[src/ghse_pkg.sv]
// ----------------------------------------------------------------------------
// ghse_pkg: shared constants of the grow/hold/shrink envelope
// Q16 level format, request and register codes, serial step counts.
// ----------------------------------------------------------------------------
`default_nettype none

package ghse_pkg;

  // Default widths handed to the top level parameters
  localparam int TIME_BITS_DEF = 24;
  localparam int SIZE_BITS_DEF = 16;

  // Q16 level: 17 bits, 65536 means one
  localparam int Q_BITS     = 16;
  localparam int LEVEL_BITS = Q_BITS + 1;
  localparam logic [LEVEL_BITS-1:0] ONE_Q16 = LEVEL_BITS'(1) << Q_BITS;

  // Step field of the input item
  localparam int STEP_BITS = 16;

  // Serial units produce one quotient or multiplier bit per cycle
  localparam int SERIAL_STEPS = LEVEL_BITS;
  localparam int CNT_BITS     = $clog2(SERIAL_STEPS);
  localparam logic [CNT_BITS-1:0] CNT_LAST = CNT_BITS'(SERIAL_STEPS - 1);

  // Configuration port
  localparam int CFG_INDEX_BITS = 4;
  localparam int CFG_DATA_BITS  = 32;

  localparam logic [CFG_INDEX_BITS-1:0] CFG_GROW_TIME    = 4'd0;
  localparam logic [CFG_INDEX_BITS-1:0] CFG_HOLD_TIME    = 4'd1;
  localparam logic [CFG_INDEX_BITS-1:0] CFG_SHRINK_TIME  = 4'd2;
  localparam logic [CFG_INDEX_BITS-1:0] CFG_FULL_SIZE_X  = 4'd3;
  localparam logic [CFG_INDEX_BITS-1:0] CFG_FULL_SIZE_Y  = 4'd4;
  localparam logic [CFG_INDEX_BITS-1:0] CFG_FULL_SIZE_Z  = 4'd5;
  localparam logic [CFG_INDEX_BITS-1:0] CFG_PEAK_OPACITY = 4'd6;
  localparam logic [CFG_INDEX_BITS-1:0] CFG_OPACITY_ON   = 4'd7;

  // Request kinds carried on tuser
  localparam logic REQ_START = 1'b0;
  localparam logic REQ_TICK  = 1'b1;

endpackage : ghse_pkg

`default_nettype wire

[src/ghse_div.sv]
// ----------------------------------------------------------------------------
// ghse_div: bit-serial restoring divider
// Computes (num << 16) / den for num <= den, one quotient bit per cycle.
// ----------------------------------------------------------------------------
`default_nettype none

module ghse_div
  import ghse_pkg::*;
#(
  parameter int TIME_BITS = TIME_BITS_DEF
) (
  input  wire logic                  clk,
  input  wire logic                  rst,
  input  wire logic                  start,
  input  wire logic [TIME_BITS-1:0]  num,
  input  wire logic [TIME_BITS-1:0]  den,
  output logic                       done,
  output logic [LEVEL_BITS-1:0]      quo
);

  logic                 busy;
  logic [CNT_BITS-1:0]  cnt;
  logic [TIME_BITS:0]   rem;
  logic [TIME_BITS-1:0] den_r;
  logic                 ge;
  logic [TIME_BITS:0]   rem_sub;

  // Trial subtract; remainder stays below the divisor after it
  assign ge      = rem >= {1'b0, den_r};
  assign rem_sub = ge ? (rem - {1'b0, den_r}) : rem;

  always_ff @(posedge clk) begin
    if (rst) begin
      busy <= 1'b0;
      cnt  <= '0;
      done <= 1'b0;
    end else begin
      done <= 1'b0;
      if (start) begin
        busy <= 1'b1;
        cnt  <= '0;
      end else if (busy) begin
        cnt <= cnt + CNT_BITS'(1);
        if (cnt == CNT_LAST) begin
          busy <= 1'b0;
          done <= 1'b1;
        end
      end
    end
  end

  always_ff @(posedge clk) begin
    if (start) begin
      rem   <= {1'b0, num};
      den_r <= den;
      quo   <= '0;
    end else if (busy) begin
      rem <= {rem_sub[TIME_BITS-1:0], 1'b0};
      quo <= {quo[LEVEL_BITS-2:0], ge};
    end
  end

endmodule : ghse_div

`default_nettype wire

[src/ghse_mul.sv]
// ----------------------------------------------------------------------------
// ghse_mul: bit-serial shift-add multiplier
// Computes (a * b) >> 16 for a 17-bit b, one multiplier bit per cycle.
// ----------------------------------------------------------------------------
`default_nettype none

module ghse_mul
  import ghse_pkg::*;
#(
  parameter int A_BITS = LEVEL_BITS
) (
  input  wire logic                   clk,
  input  wire logic                   rst,
  input  wire logic                   start,
  input  wire logic [A_BITS-1:0]      a,
  input  wire logic [LEVEL_BITS-1:0]  b,
  output logic                        done,
  output logic [A_BITS:0]             prod
);

  logic                  busy;
  logic [CNT_BITS-1:0]   cnt;
  logic [A_BITS-1:0]     a_r;
  logic [A_BITS:0]       hi;
  logic [LEVEL_BITS-1:0] lo;
  logic [A_BITS:0]       sum;

  // Add the multiplicand under the current multiplier bit
  assign sum  = hi + (lo[0] ? {1'b0, a_r} : '0);
  assign prod = {hi[A_BITS-1:0], lo[LEVEL_BITS-1]};

  always_ff @(posedge clk) begin
    if (rst) begin
      busy <= 1'b0;
      cnt  <= '0;
      done <= 1'b0;
    end else begin
      done <= 1'b0;
      if (start) begin
        busy <= 1'b1;
        cnt  <= '0;
      end else if (busy) begin
        cnt <= cnt + CNT_BITS'(1);
        if (cnt == CNT_LAST) begin
          busy <= 1'b0;
          done <= 1'b1;
        end
      end
    end
  end

  always_ff @(posedge clk) begin
    if (start) begin
      a_r <= a;
      hi  <= '0;
      lo  <= b;
    end else if (busy) begin
      hi <= {1'b0, sum[A_BITS:1]};
      lo <= {sum[0], lo[LEVEL_BITS-1:1]};
    end
  end

endmodule : ghse_mul

`default_nettype wire

[src/grow_hold_shrink_envelope.sv]
// ----------------------------------------------------------------------------
// grow_hold_shrink_envelope: grow/hold/shrink level driving size and opacity
// Bit-serial divider and shift-add multipliers evaluate the Q16 level curve.
// ----------------------------------------------------------------------------
// Usage:
//   Input items arrive on the s_ channel. s_tuser picks the request: start
//   clears elapsed time and plays from zero, tick adds s_tdata time units.
//   Each start, and each tick while playing, yields one result item on the
//   m_ channel; a tick while idle yields none. m_tlast marks the result that
//   ends the envelope, after which the block is idle again.
//   Registers are written on the cfg_ channel, one per handshake; cfg_ready
//   is always high. The user must write them only while no item is in
//   flight; the block itself does not enforce this.
// Steps per item: start runs the opacity and size pass alone; hold or
//   finish adds the phase decision before it; shrink adds the 17-step serial
//   divider and a square on the 17-step shift-add multiplier; grow, a cube.
//   One item is in flight at a time; the next item is taken the cycle after
//   the result is in the output register, even if that result still waits.
// Reset clears playing and elapsed time and loads register defaults
//   (durations and sizes zero, peak opacity one, opacity enabled).
// A stalled receiver holds the output register; the block finishes the
//   next item and then waits for the register to drain before accepting more.
// ----------------------------------------------------------------------------
`default_nettype none

module grow_hold_shrink_envelope
  import ghse_pkg::*;
#(
  parameter int TIME_BITS = TIME_BITS_DEF,
  parameter int SIZE_BITS = SIZE_BITS_DEF
) (
  input  wire logic                        clk,
  input  wire logic                        rst,

  // Input items
  input  wire logic                        s_tvalid,
  output logic                             s_tready,
  input  wire logic [STEP_BITS-1:0]        s_tdata,   // step_time
  input  wire logic                        s_tuser,   // req_type

  // Result items
  output logic                             m_tvalid,
  input  wire logic                        m_tready,
  // size_x, size_y, size_z, opacity, level, zero fill
  output logic [((3*SIZE_BITS+2*LEVEL_BITS+7)/8)*8-1:0] m_tdata,
  output logic                             m_tlast,   // done_res

  // Register writes
  input  wire logic                        cfg_valid,
  output logic                             cfg_ready,
  input  wire logic [CFG_INDEX_BITS-1:0]   cfg_index,
  input  wire logic [CFG_DATA_BITS-1:0]    cfg_data
);

  localparam int ELAPSED_BITS = TIME_BITS + 2;
  localparam int SUM_BITS     = ((ELAPSED_BITS > STEP_BITS) ? ELAPSED_BITS : STEP_BITS) + 1;
  localparam int OUT_BITS     = 3 * SIZE_BITS + 2 * LEVEL_BITS;
  localparam int OUT_TDATA    = ((OUT_BITS + 7) / 8) * 8;
  localparam int LVL_LSB      = 3 * SIZE_BITS + LEVEL_BITS;

  typedef enum logic [2:0] {
    ST_IDLE,
    ST_DECIDE,
    ST_DIV,
    ST_SQUARE,
    ST_CUBE,
    ST_SCALE,
    ST_SEND
  } state_t;

  // Configuration registers
  logic [TIME_BITS-1:0]  grow_time;
  logic [TIME_BITS-1:0]  hold_time;
  logic [TIME_BITS-1:0]  shrink_time;
  logic [SIZE_BITS-1:0]  full_size_x;
  logic [SIZE_BITS-1:0]  full_size_y;
  logic [SIZE_BITS-1:0]  full_size_z;
  logic [LEVEL_BITS-1:0] peak_opacity;
  logic                  opacity_on;

  // Envelope state
  state_t                  state;
  logic                    playing;
  logic [ELAPSED_BITS-1:0] elapsed;
  logic [TIME_BITS:0]      hold_end;
  logic                    grow_phase;
  logic                    done_flag;
  logic [LEVEL_BITS-1:0]   level_r;
  logic [LEVEL_BITS-1:0]   frac_r;

  // Serial unit control
  logic                  div_start;
  logic [TIME_BITS-1:0]  div_num;
  logic [TIME_BITS-1:0]  div_den;
  logic                  div_done;
  logic [LEVEL_BITS-1:0] div_quo;
  logic                  mul_start;
  logic                  scale_start;
  logic [LEVEL_BITS-1:0] mul_a;
  logic [LEVEL_BITS-1:0] mul_b;
  logic                  mul_done;
  logic [LEVEL_BITS:0]   mul_prod;
  logic                  mul_y_done;
  logic                  mul_z_done;
  logic [SIZE_BITS:0]    prod_y;
  logic [SIZE_BITS:0]    prod_z;

  // Derived values
  logic                    s_accept;
  logic [SUM_BITS-1:0]     elapsed_sum;
  logic [ELAPSED_BITS-1:0] elapsed_sat;
  logic [ELAPSED_BITS-1:0] total;
  logic [ELAPSED_BITS-1:0] grow_left;
  logic [ELAPSED_BITS-1:0] shrink_in;
  logic                    in_grow;
  logic                    in_hold;
  logic                    in_shrink;
  logic [LEVEL_BITS-1:0]   peak_clamped;
  logic [LEVEL_BITS-1:0]   level_sq;
  logic [LEVEL_BITS-1:0]   level_cube;

  assign cfg_ready = 1'b1;
  assign s_tready  = (state == ST_IDLE);
  assign s_accept  = s_tvalid && s_tready;

  // Saturating add of the step to the elapsed time
  assign elapsed_sum = SUM_BITS'(elapsed) + SUM_BITS'(s_tdata);
  assign elapsed_sat = (elapsed_sum[SUM_BITS-1:ELAPSED_BITS] != '0)
                       ? '1 : elapsed_sum[ELAPSED_BITS-1:0];

  // Phase boundaries
  assign total     = ELAPSED_BITS'(hold_end) + ELAPSED_BITS'(shrink_time);
  assign grow_left = ELAPSED_BITS'(grow_time) - elapsed;
  assign shrink_in = elapsed - ELAPSED_BITS'(hold_end);
  assign in_grow   = (grow_time != '0) && (elapsed < ELAPSED_BITS'(grow_time));
  assign in_hold   = elapsed < ELAPSED_BITS'(hold_end);
  assign in_shrink = (shrink_time != '0) && (elapsed < total);

  // Treat a peak above one as one
  assign peak_clamped = peak_opacity[Q_BITS] ? ONE_Q16 : peak_opacity;

  // Levels out of the multiplier: 1 - f^2 and 1 - f^3 for the divider fraction f
  assign level_sq   = ONE_Q16 - mul_prod[LEVEL_BITS-1:0];
  assign level_cube = ONE_Q16 - mul_prod[LEVEL_BITS-1:0];

  // Register writes
  always_ff @(posedge clk) begin
    if (rst) begin
      grow_time    <= '0;
      hold_time    <= '0;
      shrink_time  <= '0;
      full_size_x  <= '0;
      full_size_y  <= '0;
      full_size_z  <= '0;
      peak_opacity <= ONE_Q16;
      opacity_on   <= 1'b1;
    end else if (cfg_valid && cfg_ready) begin
      case (cfg_index)
        CFG_GROW_TIME:    grow_time    <= cfg_data[TIME_BITS-1:0];
        CFG_HOLD_TIME:    hold_time    <= cfg_data[TIME_BITS-1:0];
        CFG_SHRINK_TIME:  shrink_time  <= cfg_data[TIME_BITS-1:0];
        CFG_FULL_SIZE_X:  full_size_x  <= cfg_data[SIZE_BITS-1:0];
        CFG_FULL_SIZE_Y:  full_size_y  <= cfg_data[SIZE_BITS-1:0];
        CFG_FULL_SIZE_Z:  full_size_z  <= cfg_data[SIZE_BITS-1:0];
        CFG_PEAK_OPACITY: peak_opacity <= cfg_data[LEVEL_BITS-1:0];
        CFG_OPACITY_ON:   opacity_on   <= cfg_data[0];
        default: ;
      endcase
    end
  end

  // Sequencer and output register
  always_ff @(posedge clk) begin
    if (rst) begin
      state       <= ST_IDLE;
      playing     <= 1'b0;
      elapsed     <= '0;
      div_start   <= 1'b0;
      mul_start   <= 1'b0;
      scale_start <= 1'b0;
      m_tvalid    <= 1'b0;
    end else begin
      div_start   <= 1'b0;
      mul_start   <= 1'b0;
      scale_start <= 1'b0;
      // Drain the output register; a load in ST_SEND takes its place
      if (m_tvalid && m_tready && (state != ST_SEND)) begin
        m_tvalid <= 1'b0;
      end
      case (state)
        ST_IDLE: begin
          if (s_accept) begin
            if (s_tuser == REQ_START) begin
              // Restart from time zero and emit level zero
              elapsed     <= '0;
              playing     <= 1'b1;
              done_flag   <= 1'b0;
              level_r     <= '0;
              mul_a       <= peak_clamped;
              mul_b       <= '0;
              mul_start   <= 1'b1;
              scale_start <= 1'b1;
              state       <= ST_SCALE;
            end else if (playing) begin
              elapsed  <= elapsed_sat;
              hold_end <= {1'b0, grow_time} + {1'b0, hold_time};
              state    <= ST_DECIDE;
            end
          end
        end
        ST_DECIDE: begin
          if (in_grow) begin
            div_num    <= grow_left[TIME_BITS-1:0];
            div_den    <= grow_time;
            div_start  <= 1'b1;
            grow_phase <= 1'b1;
            state      <= ST_DIV;
          end else if (in_hold) begin
            done_flag   <= 1'b0;
            level_r     <= ONE_Q16;
            mul_a       <= peak_clamped;
            mul_b       <= ONE_Q16;
            mul_start   <= 1'b1;
            scale_start <= 1'b1;
            state       <= ST_SCALE;
          end else if (in_shrink) begin
            div_num    <= shrink_in[TIME_BITS-1:0];
            div_den    <= shrink_time;
            div_start  <= 1'b1;
            grow_phase <= 1'b0;
            state      <= ST_DIV;
          end else begin
            // Past the last phase: report the end and drop to idle
            playing     <= 1'b0;
            elapsed     <= '0;
            done_flag   <= 1'b1;
            level_r     <= '0;
            mul_a       <= peak_clamped;
            mul_b       <= '0;
            mul_start   <= 1'b1;
            scale_start <= 1'b1;
            state       <= ST_SCALE;
          end
        end
        ST_DIV: begin
          if (div_done) begin
            frac_r    <= div_quo;
            mul_a     <= div_quo;
            mul_b     <= div_quo;
            mul_start <= 1'b1;
            state     <= ST_SQUARE;
          end
        end
        ST_SQUARE: begin
          if (mul_done) begin
            if (grow_phase) begin
              mul_a     <= mul_prod[LEVEL_BITS-1:0];
              mul_b     <= frac_r;
              mul_start <= 1'b1;
              state     <= ST_CUBE;
            end else begin
              done_flag   <= 1'b0;
              level_r     <= level_sq;
              mul_a       <= peak_clamped;
              mul_b       <= level_sq;
              mul_start   <= 1'b1;
              scale_start <= 1'b1;
              state       <= ST_SCALE;
            end
          end
        end
        ST_CUBE: begin
          if (mul_done) begin
            done_flag   <= 1'b0;
            level_r     <= level_cube;
            mul_a       <= peak_clamped;
            mul_b       <= level_cube;
            mul_start   <= 1'b1;
            scale_start <= 1'b1;
            state       <= ST_SCALE;
          end
        end
        ST_SCALE: begin
          if (mul_done) begin
            state <= ST_SEND;
          end
        end
        ST_SEND: begin
          // Load the output register once the previous item has drained
          if (!m_tvalid || m_tready) begin
            m_tvalid <= 1'b1;
            m_tlast  <= done_flag;
            m_tdata  <= OUT_TDATA'({
                          level_r,
                          (opacity_on ? mul_prod[LEVEL_BITS-1:0] : {LEVEL_BITS{1'b0}}),
                          prod_z[SIZE_BITS-1:0],
                          prod_y[SIZE_BITS-1:0],
                          full_size_x});
            state    <= ST_IDLE;
          end
        end
        default: begin
          state <= ST_IDLE;
        end
      endcase
    end
  end

  // Shared divider for the grow and shrink fractions
  ghse_div #(
    .TIME_BITS (TIME_BITS)
  ) u_div (
    .clk   (clk),
    .rst   (rst),
    .start (div_start),
    .num   (div_num),
    .den   (div_den),
    .done  (div_done),
    .quo   (div_quo)
  );

  // Curve powers, then opacity scaling
  ghse_mul #(
    .A_BITS (LEVEL_BITS)
  ) u_mul_core (
    .clk   (clk),
    .rst   (rst),
    .start (mul_start),
    .a     (mul_a),
    .b     (mul_b),
    .done  (mul_done),
    .prod  (mul_prod)
  );

  // Y and Z size scaling, run alongside the opacity pass
  ghse_mul #(
    .A_BITS (SIZE_BITS)
  ) u_mul_y (
    .clk   (clk),
    .rst   (rst),
    .start (scale_start),
    .a     (full_size_y),
    .b     (level_r),
    .done  (mul_y_done),
    .prod  (prod_y)
  );

  ghse_mul #(
    .A_BITS (SIZE_BITS)
  ) u_mul_z (
    .clk   (clk),
    .rst   (rst),
    .start (scale_start),
    .a     (full_size_z),
    .b     (level_r),
    .done  (mul_z_done),
    .prod  (prod_z)
  );

  // The size multipliers start with the opacity pass and finish with it
  assert property (@(posedge clk) disable iff (rst)
    (state == ST_SCALE) && mul_done |-> mul_y_done && mul_z_done)
    else $error("size scaling out of step with opacity scaling");

  // The divider is launched only out of the phase decision
  assert property (@(posedge clk) disable iff (rst)
    div_start |-> $past(state == ST_DECIDE))
    else $error("divider started outside phase decision");

  // A level never exceeds one
  assert property (@(posedge clk) disable iff (rst)
    (state == ST_SEND) |-> (level_r <= ONE_Q16))
    else $error("level above one");

  // The closing item carries level zero
  assert property (@(posedge clk) disable iff (rst)
    m_tvalid && m_tlast |-> (m_tdata[LVL_LSB +: LEVEL_BITS] == '0))
    else $error("end-of-envelope item with nonzero level");

  // An accepted start leaves the block playing
  assert property (@(posedge clk) disable iff (rst)
    s_accept && (s_tuser == REQ_START) |=> playing)
    else $error("start did not set playing");

endmodule : grow_hold_shrink_envelope

`default_nettype wire
[config.mk]
export PLATFORM = sky130hd
export DESIGN_NAME = grow_hold_shrink_envelope
export DESIGN_NICKNAME = d
export VERILOG_FILES = /design/src/ghse_pkg.sv /design/src/ghse_div.sv /design/src/ghse_mul.sv /design/src/grow_hold_shrink_envelope.sv
export SDC_FILE = /design/constraint.sdc
export NUM_CORES = 1
export LEC_CHECK = 0
export BUFFER_PORTS_ARGS = -buffer_cell sky130_fd_sc_hd__buf_2
export CORE_UTILIZATION = 60
export CTS_CLUSTER_SIZE = 30
export DETAILED_ROUTE_END_ITERATION = 7
export GPL_TIMING_DRIVEN = 0
export PLACE_DENSITY = 0.8
export SLEW_MARGIN = 10
export SYNTH_ARGS = -nofsm -noshare
export SYNTH_HDL_FRONTEND = slang
export SYNTH_SLANG_ARGS = --single-unit
[constraint.sdc]
create_clock -name clk -period 19.64 [get_ports clk]
set_input_delay 1.964 -clock clk [delete_from_list [all_inputs] [get_ports clk]]
set_output_delay 1.964 -clock clk [all_outputs]
set_load 0.1 [all_outputs]
==> results_dict.tcl <==
set metrics [dict create \
    syn_inst 3361 \
    min_period_ns 6.51 \
    crit_start "shrink_time[0]$_SDFFE_PP0P_" \
    cts_tree "done" \
    globalplace.congestion 0.969 \
    cts_setup_buffers 0 \
    drt_iter0_drc 2380 \
    nNetsFinal 3891 \
    synth_compound_area_share_pct 15.4 \
    via_per_inst 6.08 \
    cts_resized 0 \
    synth-adder-area-share_pct 9.50 \
    whs_ns 0.415 \
    fin_skew_ns 0.0281 \
    portBuffers 133 \
    clk_path_buf_depth 3 \
    dp_hpwl_mm 68.9 \
    cp-start-kind "register" \
    peakVddDrop_v 0.0000764 \
    overflow 0 \
    area_growth_pct 11.9 \
    track_usage_pct 31.9 \
    ys.flop_type "edfxtp_1" \
    fin_setup_tns_ns 0 \
    synthMuxAreaShare_pct 3.74 \
    status "finished clean" \
    worst_setup_path_end_kind "register" \
    p_int_uw 2820 \
    maxCapViolCount 0 \
    synthSimpleGateAreaFrac_pct 14.1 \
    combPwrFrac_pct 25.4 \
    ys_warn_count 0 \
    fmax_mhz 154 \
    initial_core_util_pct 61.1 \
    worst_pin_slew_ns 1.22 \
    antenna_found_initial 3 \
    cts_made_buffers 66 \
    root_buffer "clkbuf_16" \
    clkLatencyLatePin_ns 0.63 \
    max_slew_margin_pct 16.3 \
    grt_pass1_wl_mm 140 \
    synth_edf_count 374 \
    seqPwrFrac_pct 43.9 \
    rows 86 \
    rsz0062_at_grt "no" \
    drive_above_1_share_pct 9.99 \
    fin_area_sq_um 37900 \
    async_flop_share_pct 0 \
    path_clk_slew_ns 0.06 \
    yosysSeqAreaShare_pct 48.8 \
    hold_violations 0 \
    syn-cell-area_sq_um 33900 \
    finalCritPeriodShare_pct 33.2 \
    clockPowerShare_pct 30.6 \
    first_pass_iters 6 \
    wl_per_cell_um 20.9 \
    power_leakage_uw 0.0151 \
    timing.rr.start "shrink_time[0]$_SDFFE_PP0P_" \
    num_vias 26600 \
    cts.sinks 639 \
    p_sw_share_pct 32.1 \
    ant_nets 0 \
    cp.required_ns 19.89 \
    setup_viol 0 \
    p_sw_uw 1330 \
    core_area_sq_um 55400 \
    avgSynthCellArea_sq_um 10.1 \
    grt_start_max_net_pins 35 \
    path_class "register to register" \
    reg2regPathDepth 20 \
    first_global_vias 24900 \
    critPathArrivalTime_ns 6.76 \
    utilization_pct 68.4 \
    finalWirelength_mm 91.6 \
    cts_hold_buf 0 \
    synth_top_family_by_area "compound AO/OA/AOI/OAI gates" \
    place_ws_ns 13.24 \
    worstReg2RegEnd "done_flag$_SDFFCE_PP0P_" \
    route.detailed.drc 0 \
    powerDensity_nw_per_um2 110 \
    fin_ws_ns 13.13 \
    synthDistinctLibCells 95 \
    synthXorXnorAreaFrac_pct 4.42 \
    pin_count 150 \
    synth_seq_cells 639 \
    cp-endpoint "done_flag$_SDFFCE_PP0P_" \
    slew_viol_final 0 \
    die_h_um 240 \
    dieArea_sq_um 57400 \
    placed_cell_area_sq_um 35700 \
    cts_max_level 3 \
    die_w_um 240 \
    crit_fanout 18 \
    min_path_type "register to register" \
    rrSetupSlack_ns 13.13 \
]
cell usage in the layout (no fill, tap or decap), drive strengths merged, types with 45 or more instances in the layout:
cell type and instances:
nand2 384, edfxtp 374, a21oi 289, dfxtp 265
nor2 245, ha 243, inv 211, clkbuf 201
o21ai 185, buf 171, xnor2 102, and2 91
mux2i 80, xor2 69, a21o 69, nor3 45
critical path, stage by stage (launching register included):
cell,delay [ns]
dfxtp_1,0.65
ha_1,0.26
inv_1,0.06
fa_1,0.40
nor2b_1,0.13
o21a_1,0.14
o21ai_0,0.14
a21oi_1,0.33
o211ai_1,0.24
a31oi_1,0.22
o21ai_0,0.15
a21oi_1,0.20
xnor2_1,0.09
ha_1,0.29
nand4_1,0.11
a211o_1,0.34
or4_1,0.59
o211ai_1,0.30
o21ai_1,0.36
nor3_1,0.29
o31a_1,0.84
cells in the mapped netlist, types with 12 or more instances:
library cell,instances,area share [%]
nand2_1,384,4.3
edfxtp_1,374,33
a21oi_1,286,4.2
dfxtp_1,265,16
nor2_1,245,2.7
ha_1,243,9.0
inv_1,208,2.3
o21ai_0,176,2.6
clkbuf_1,113,1.3
xnor2_1,102,2.6
and2_1,89,1.6
mux2i_1,80,2.4
xor2_1,69,1.8
a21o_1,68,1.5
nor3_1,45,0.66
nor2b_1,44,0.81
mux2_2,39,1.3
nand3_1,34,0.50
o21a_1,34,0.75
a221o_1,30,0.89
nand2b_1,30,0.55
a31oi_1,24,0.44
nand4_1,24,0.44
a211oi_1,22,0.49
nor4_1,19,0.35
o211ai_1,18,0.40
or3_1,18,0.33
and3_1,17,0.31
or2_2,15,0.28
o21bai_1,14,0.31
a211o_1,13,0.34
o31a_1,13,0.34
buf_2,12,0.18
o31ai_1,12,0.27
final cells by class:
cell class / instances / area [sq um]
multi-input combinational: 2380 / 16000
antenna: 1 / 2.50
clock inverter: 36 / 430
clock buffer: 86 / 1790
tap: 748 / 936
buffer: 139 / 576
sequential: 639 / 16500
fill: 4174 / 17500
timing repair buffer: 147 / 822
inverter: 208 / 781
power by group through the flow:
| stage | Sequential (uW) | Combinational (uW) | Clock (uW) |
|---|---|---|---|
| final | 1830 | 1060 | 1270 |
| after detailed placement | 1850 | 1030 | 0 |
| after global placement | 1850 | 987 | 0 |
| after global routing | 1840 | 1150 | 1330 |
| after CTS | 1820 | 1040 | 1280 |
| after floorplan | 1800 | 759 | 0 |
sequential cells by signal, indices dropped and copies added (netlist names), 24 cells and up:
name and flops:
div_den 24, hold_end 25, hold_time 24, m_tdata 82, div_num 24, shrink_time 24, u_div.rem 25, elapsed 26
grow_time 24, u_div.den_r 24
kinds of logic after synthesis:
kind of cell / after synthesis
flip-flops: 639
buffers and inverters: 347
adder cells (fa/ha/maj): 252
AND/OR/NAND/NOR: 1015
AO/OA/AOI/OAI: 814
XOR/XNOR: 171
multiplexers: 121
other: 2
routing by layer:
layer	GRT usage (%)	routed length [um]
met1	43.6	38400
met2	49.7	40900
met3	5.72	7950
met4	14.2	4270
met5	0	0
through the flow:
stage          power, uW  instances
2_1_floorplan       2560       3366
3_3_place_gp        2830       4247
3_5_place_dp        2880       4261
4_1_cts             4150       4383
5_1_grt             4330       4383
6_report            4160       4384
how the worst min path moves through the flow:
stage | start | to | slack [ns] | depth (start not counted)
floorplan | done_flag$_SDFFCE_PP0P_ | m_tlast$_DFFE_PP_ | 0.40 | 0
global placement | div_den[12]$_DFFE_PP_ | u_div.den_r[12]$_DFFE_PP_ | 0.40 | 0
detailed placement | div_den[14]$_DFFE_PP_ | u_div.den_r[14]$_DFFE_PP_ | 0.40 | 0
CTS | mul_a[6]$_DFFE_PP_ | u_mul_core.a_r[6]$_DFFE_PP_ | 0.41 | 0
global route | mul_a[6]$_DFFE_PP_ | u_mul_core.a_r[6]$_DFFE_PP_ | 0.42 | 0
finish | div_den[9]$_DFFE_PP_ | u_div.den_r[9]$_DFFE_PP_ | 0.42 | 0
No activity file was read; power rests on OpenSTA's default activity.
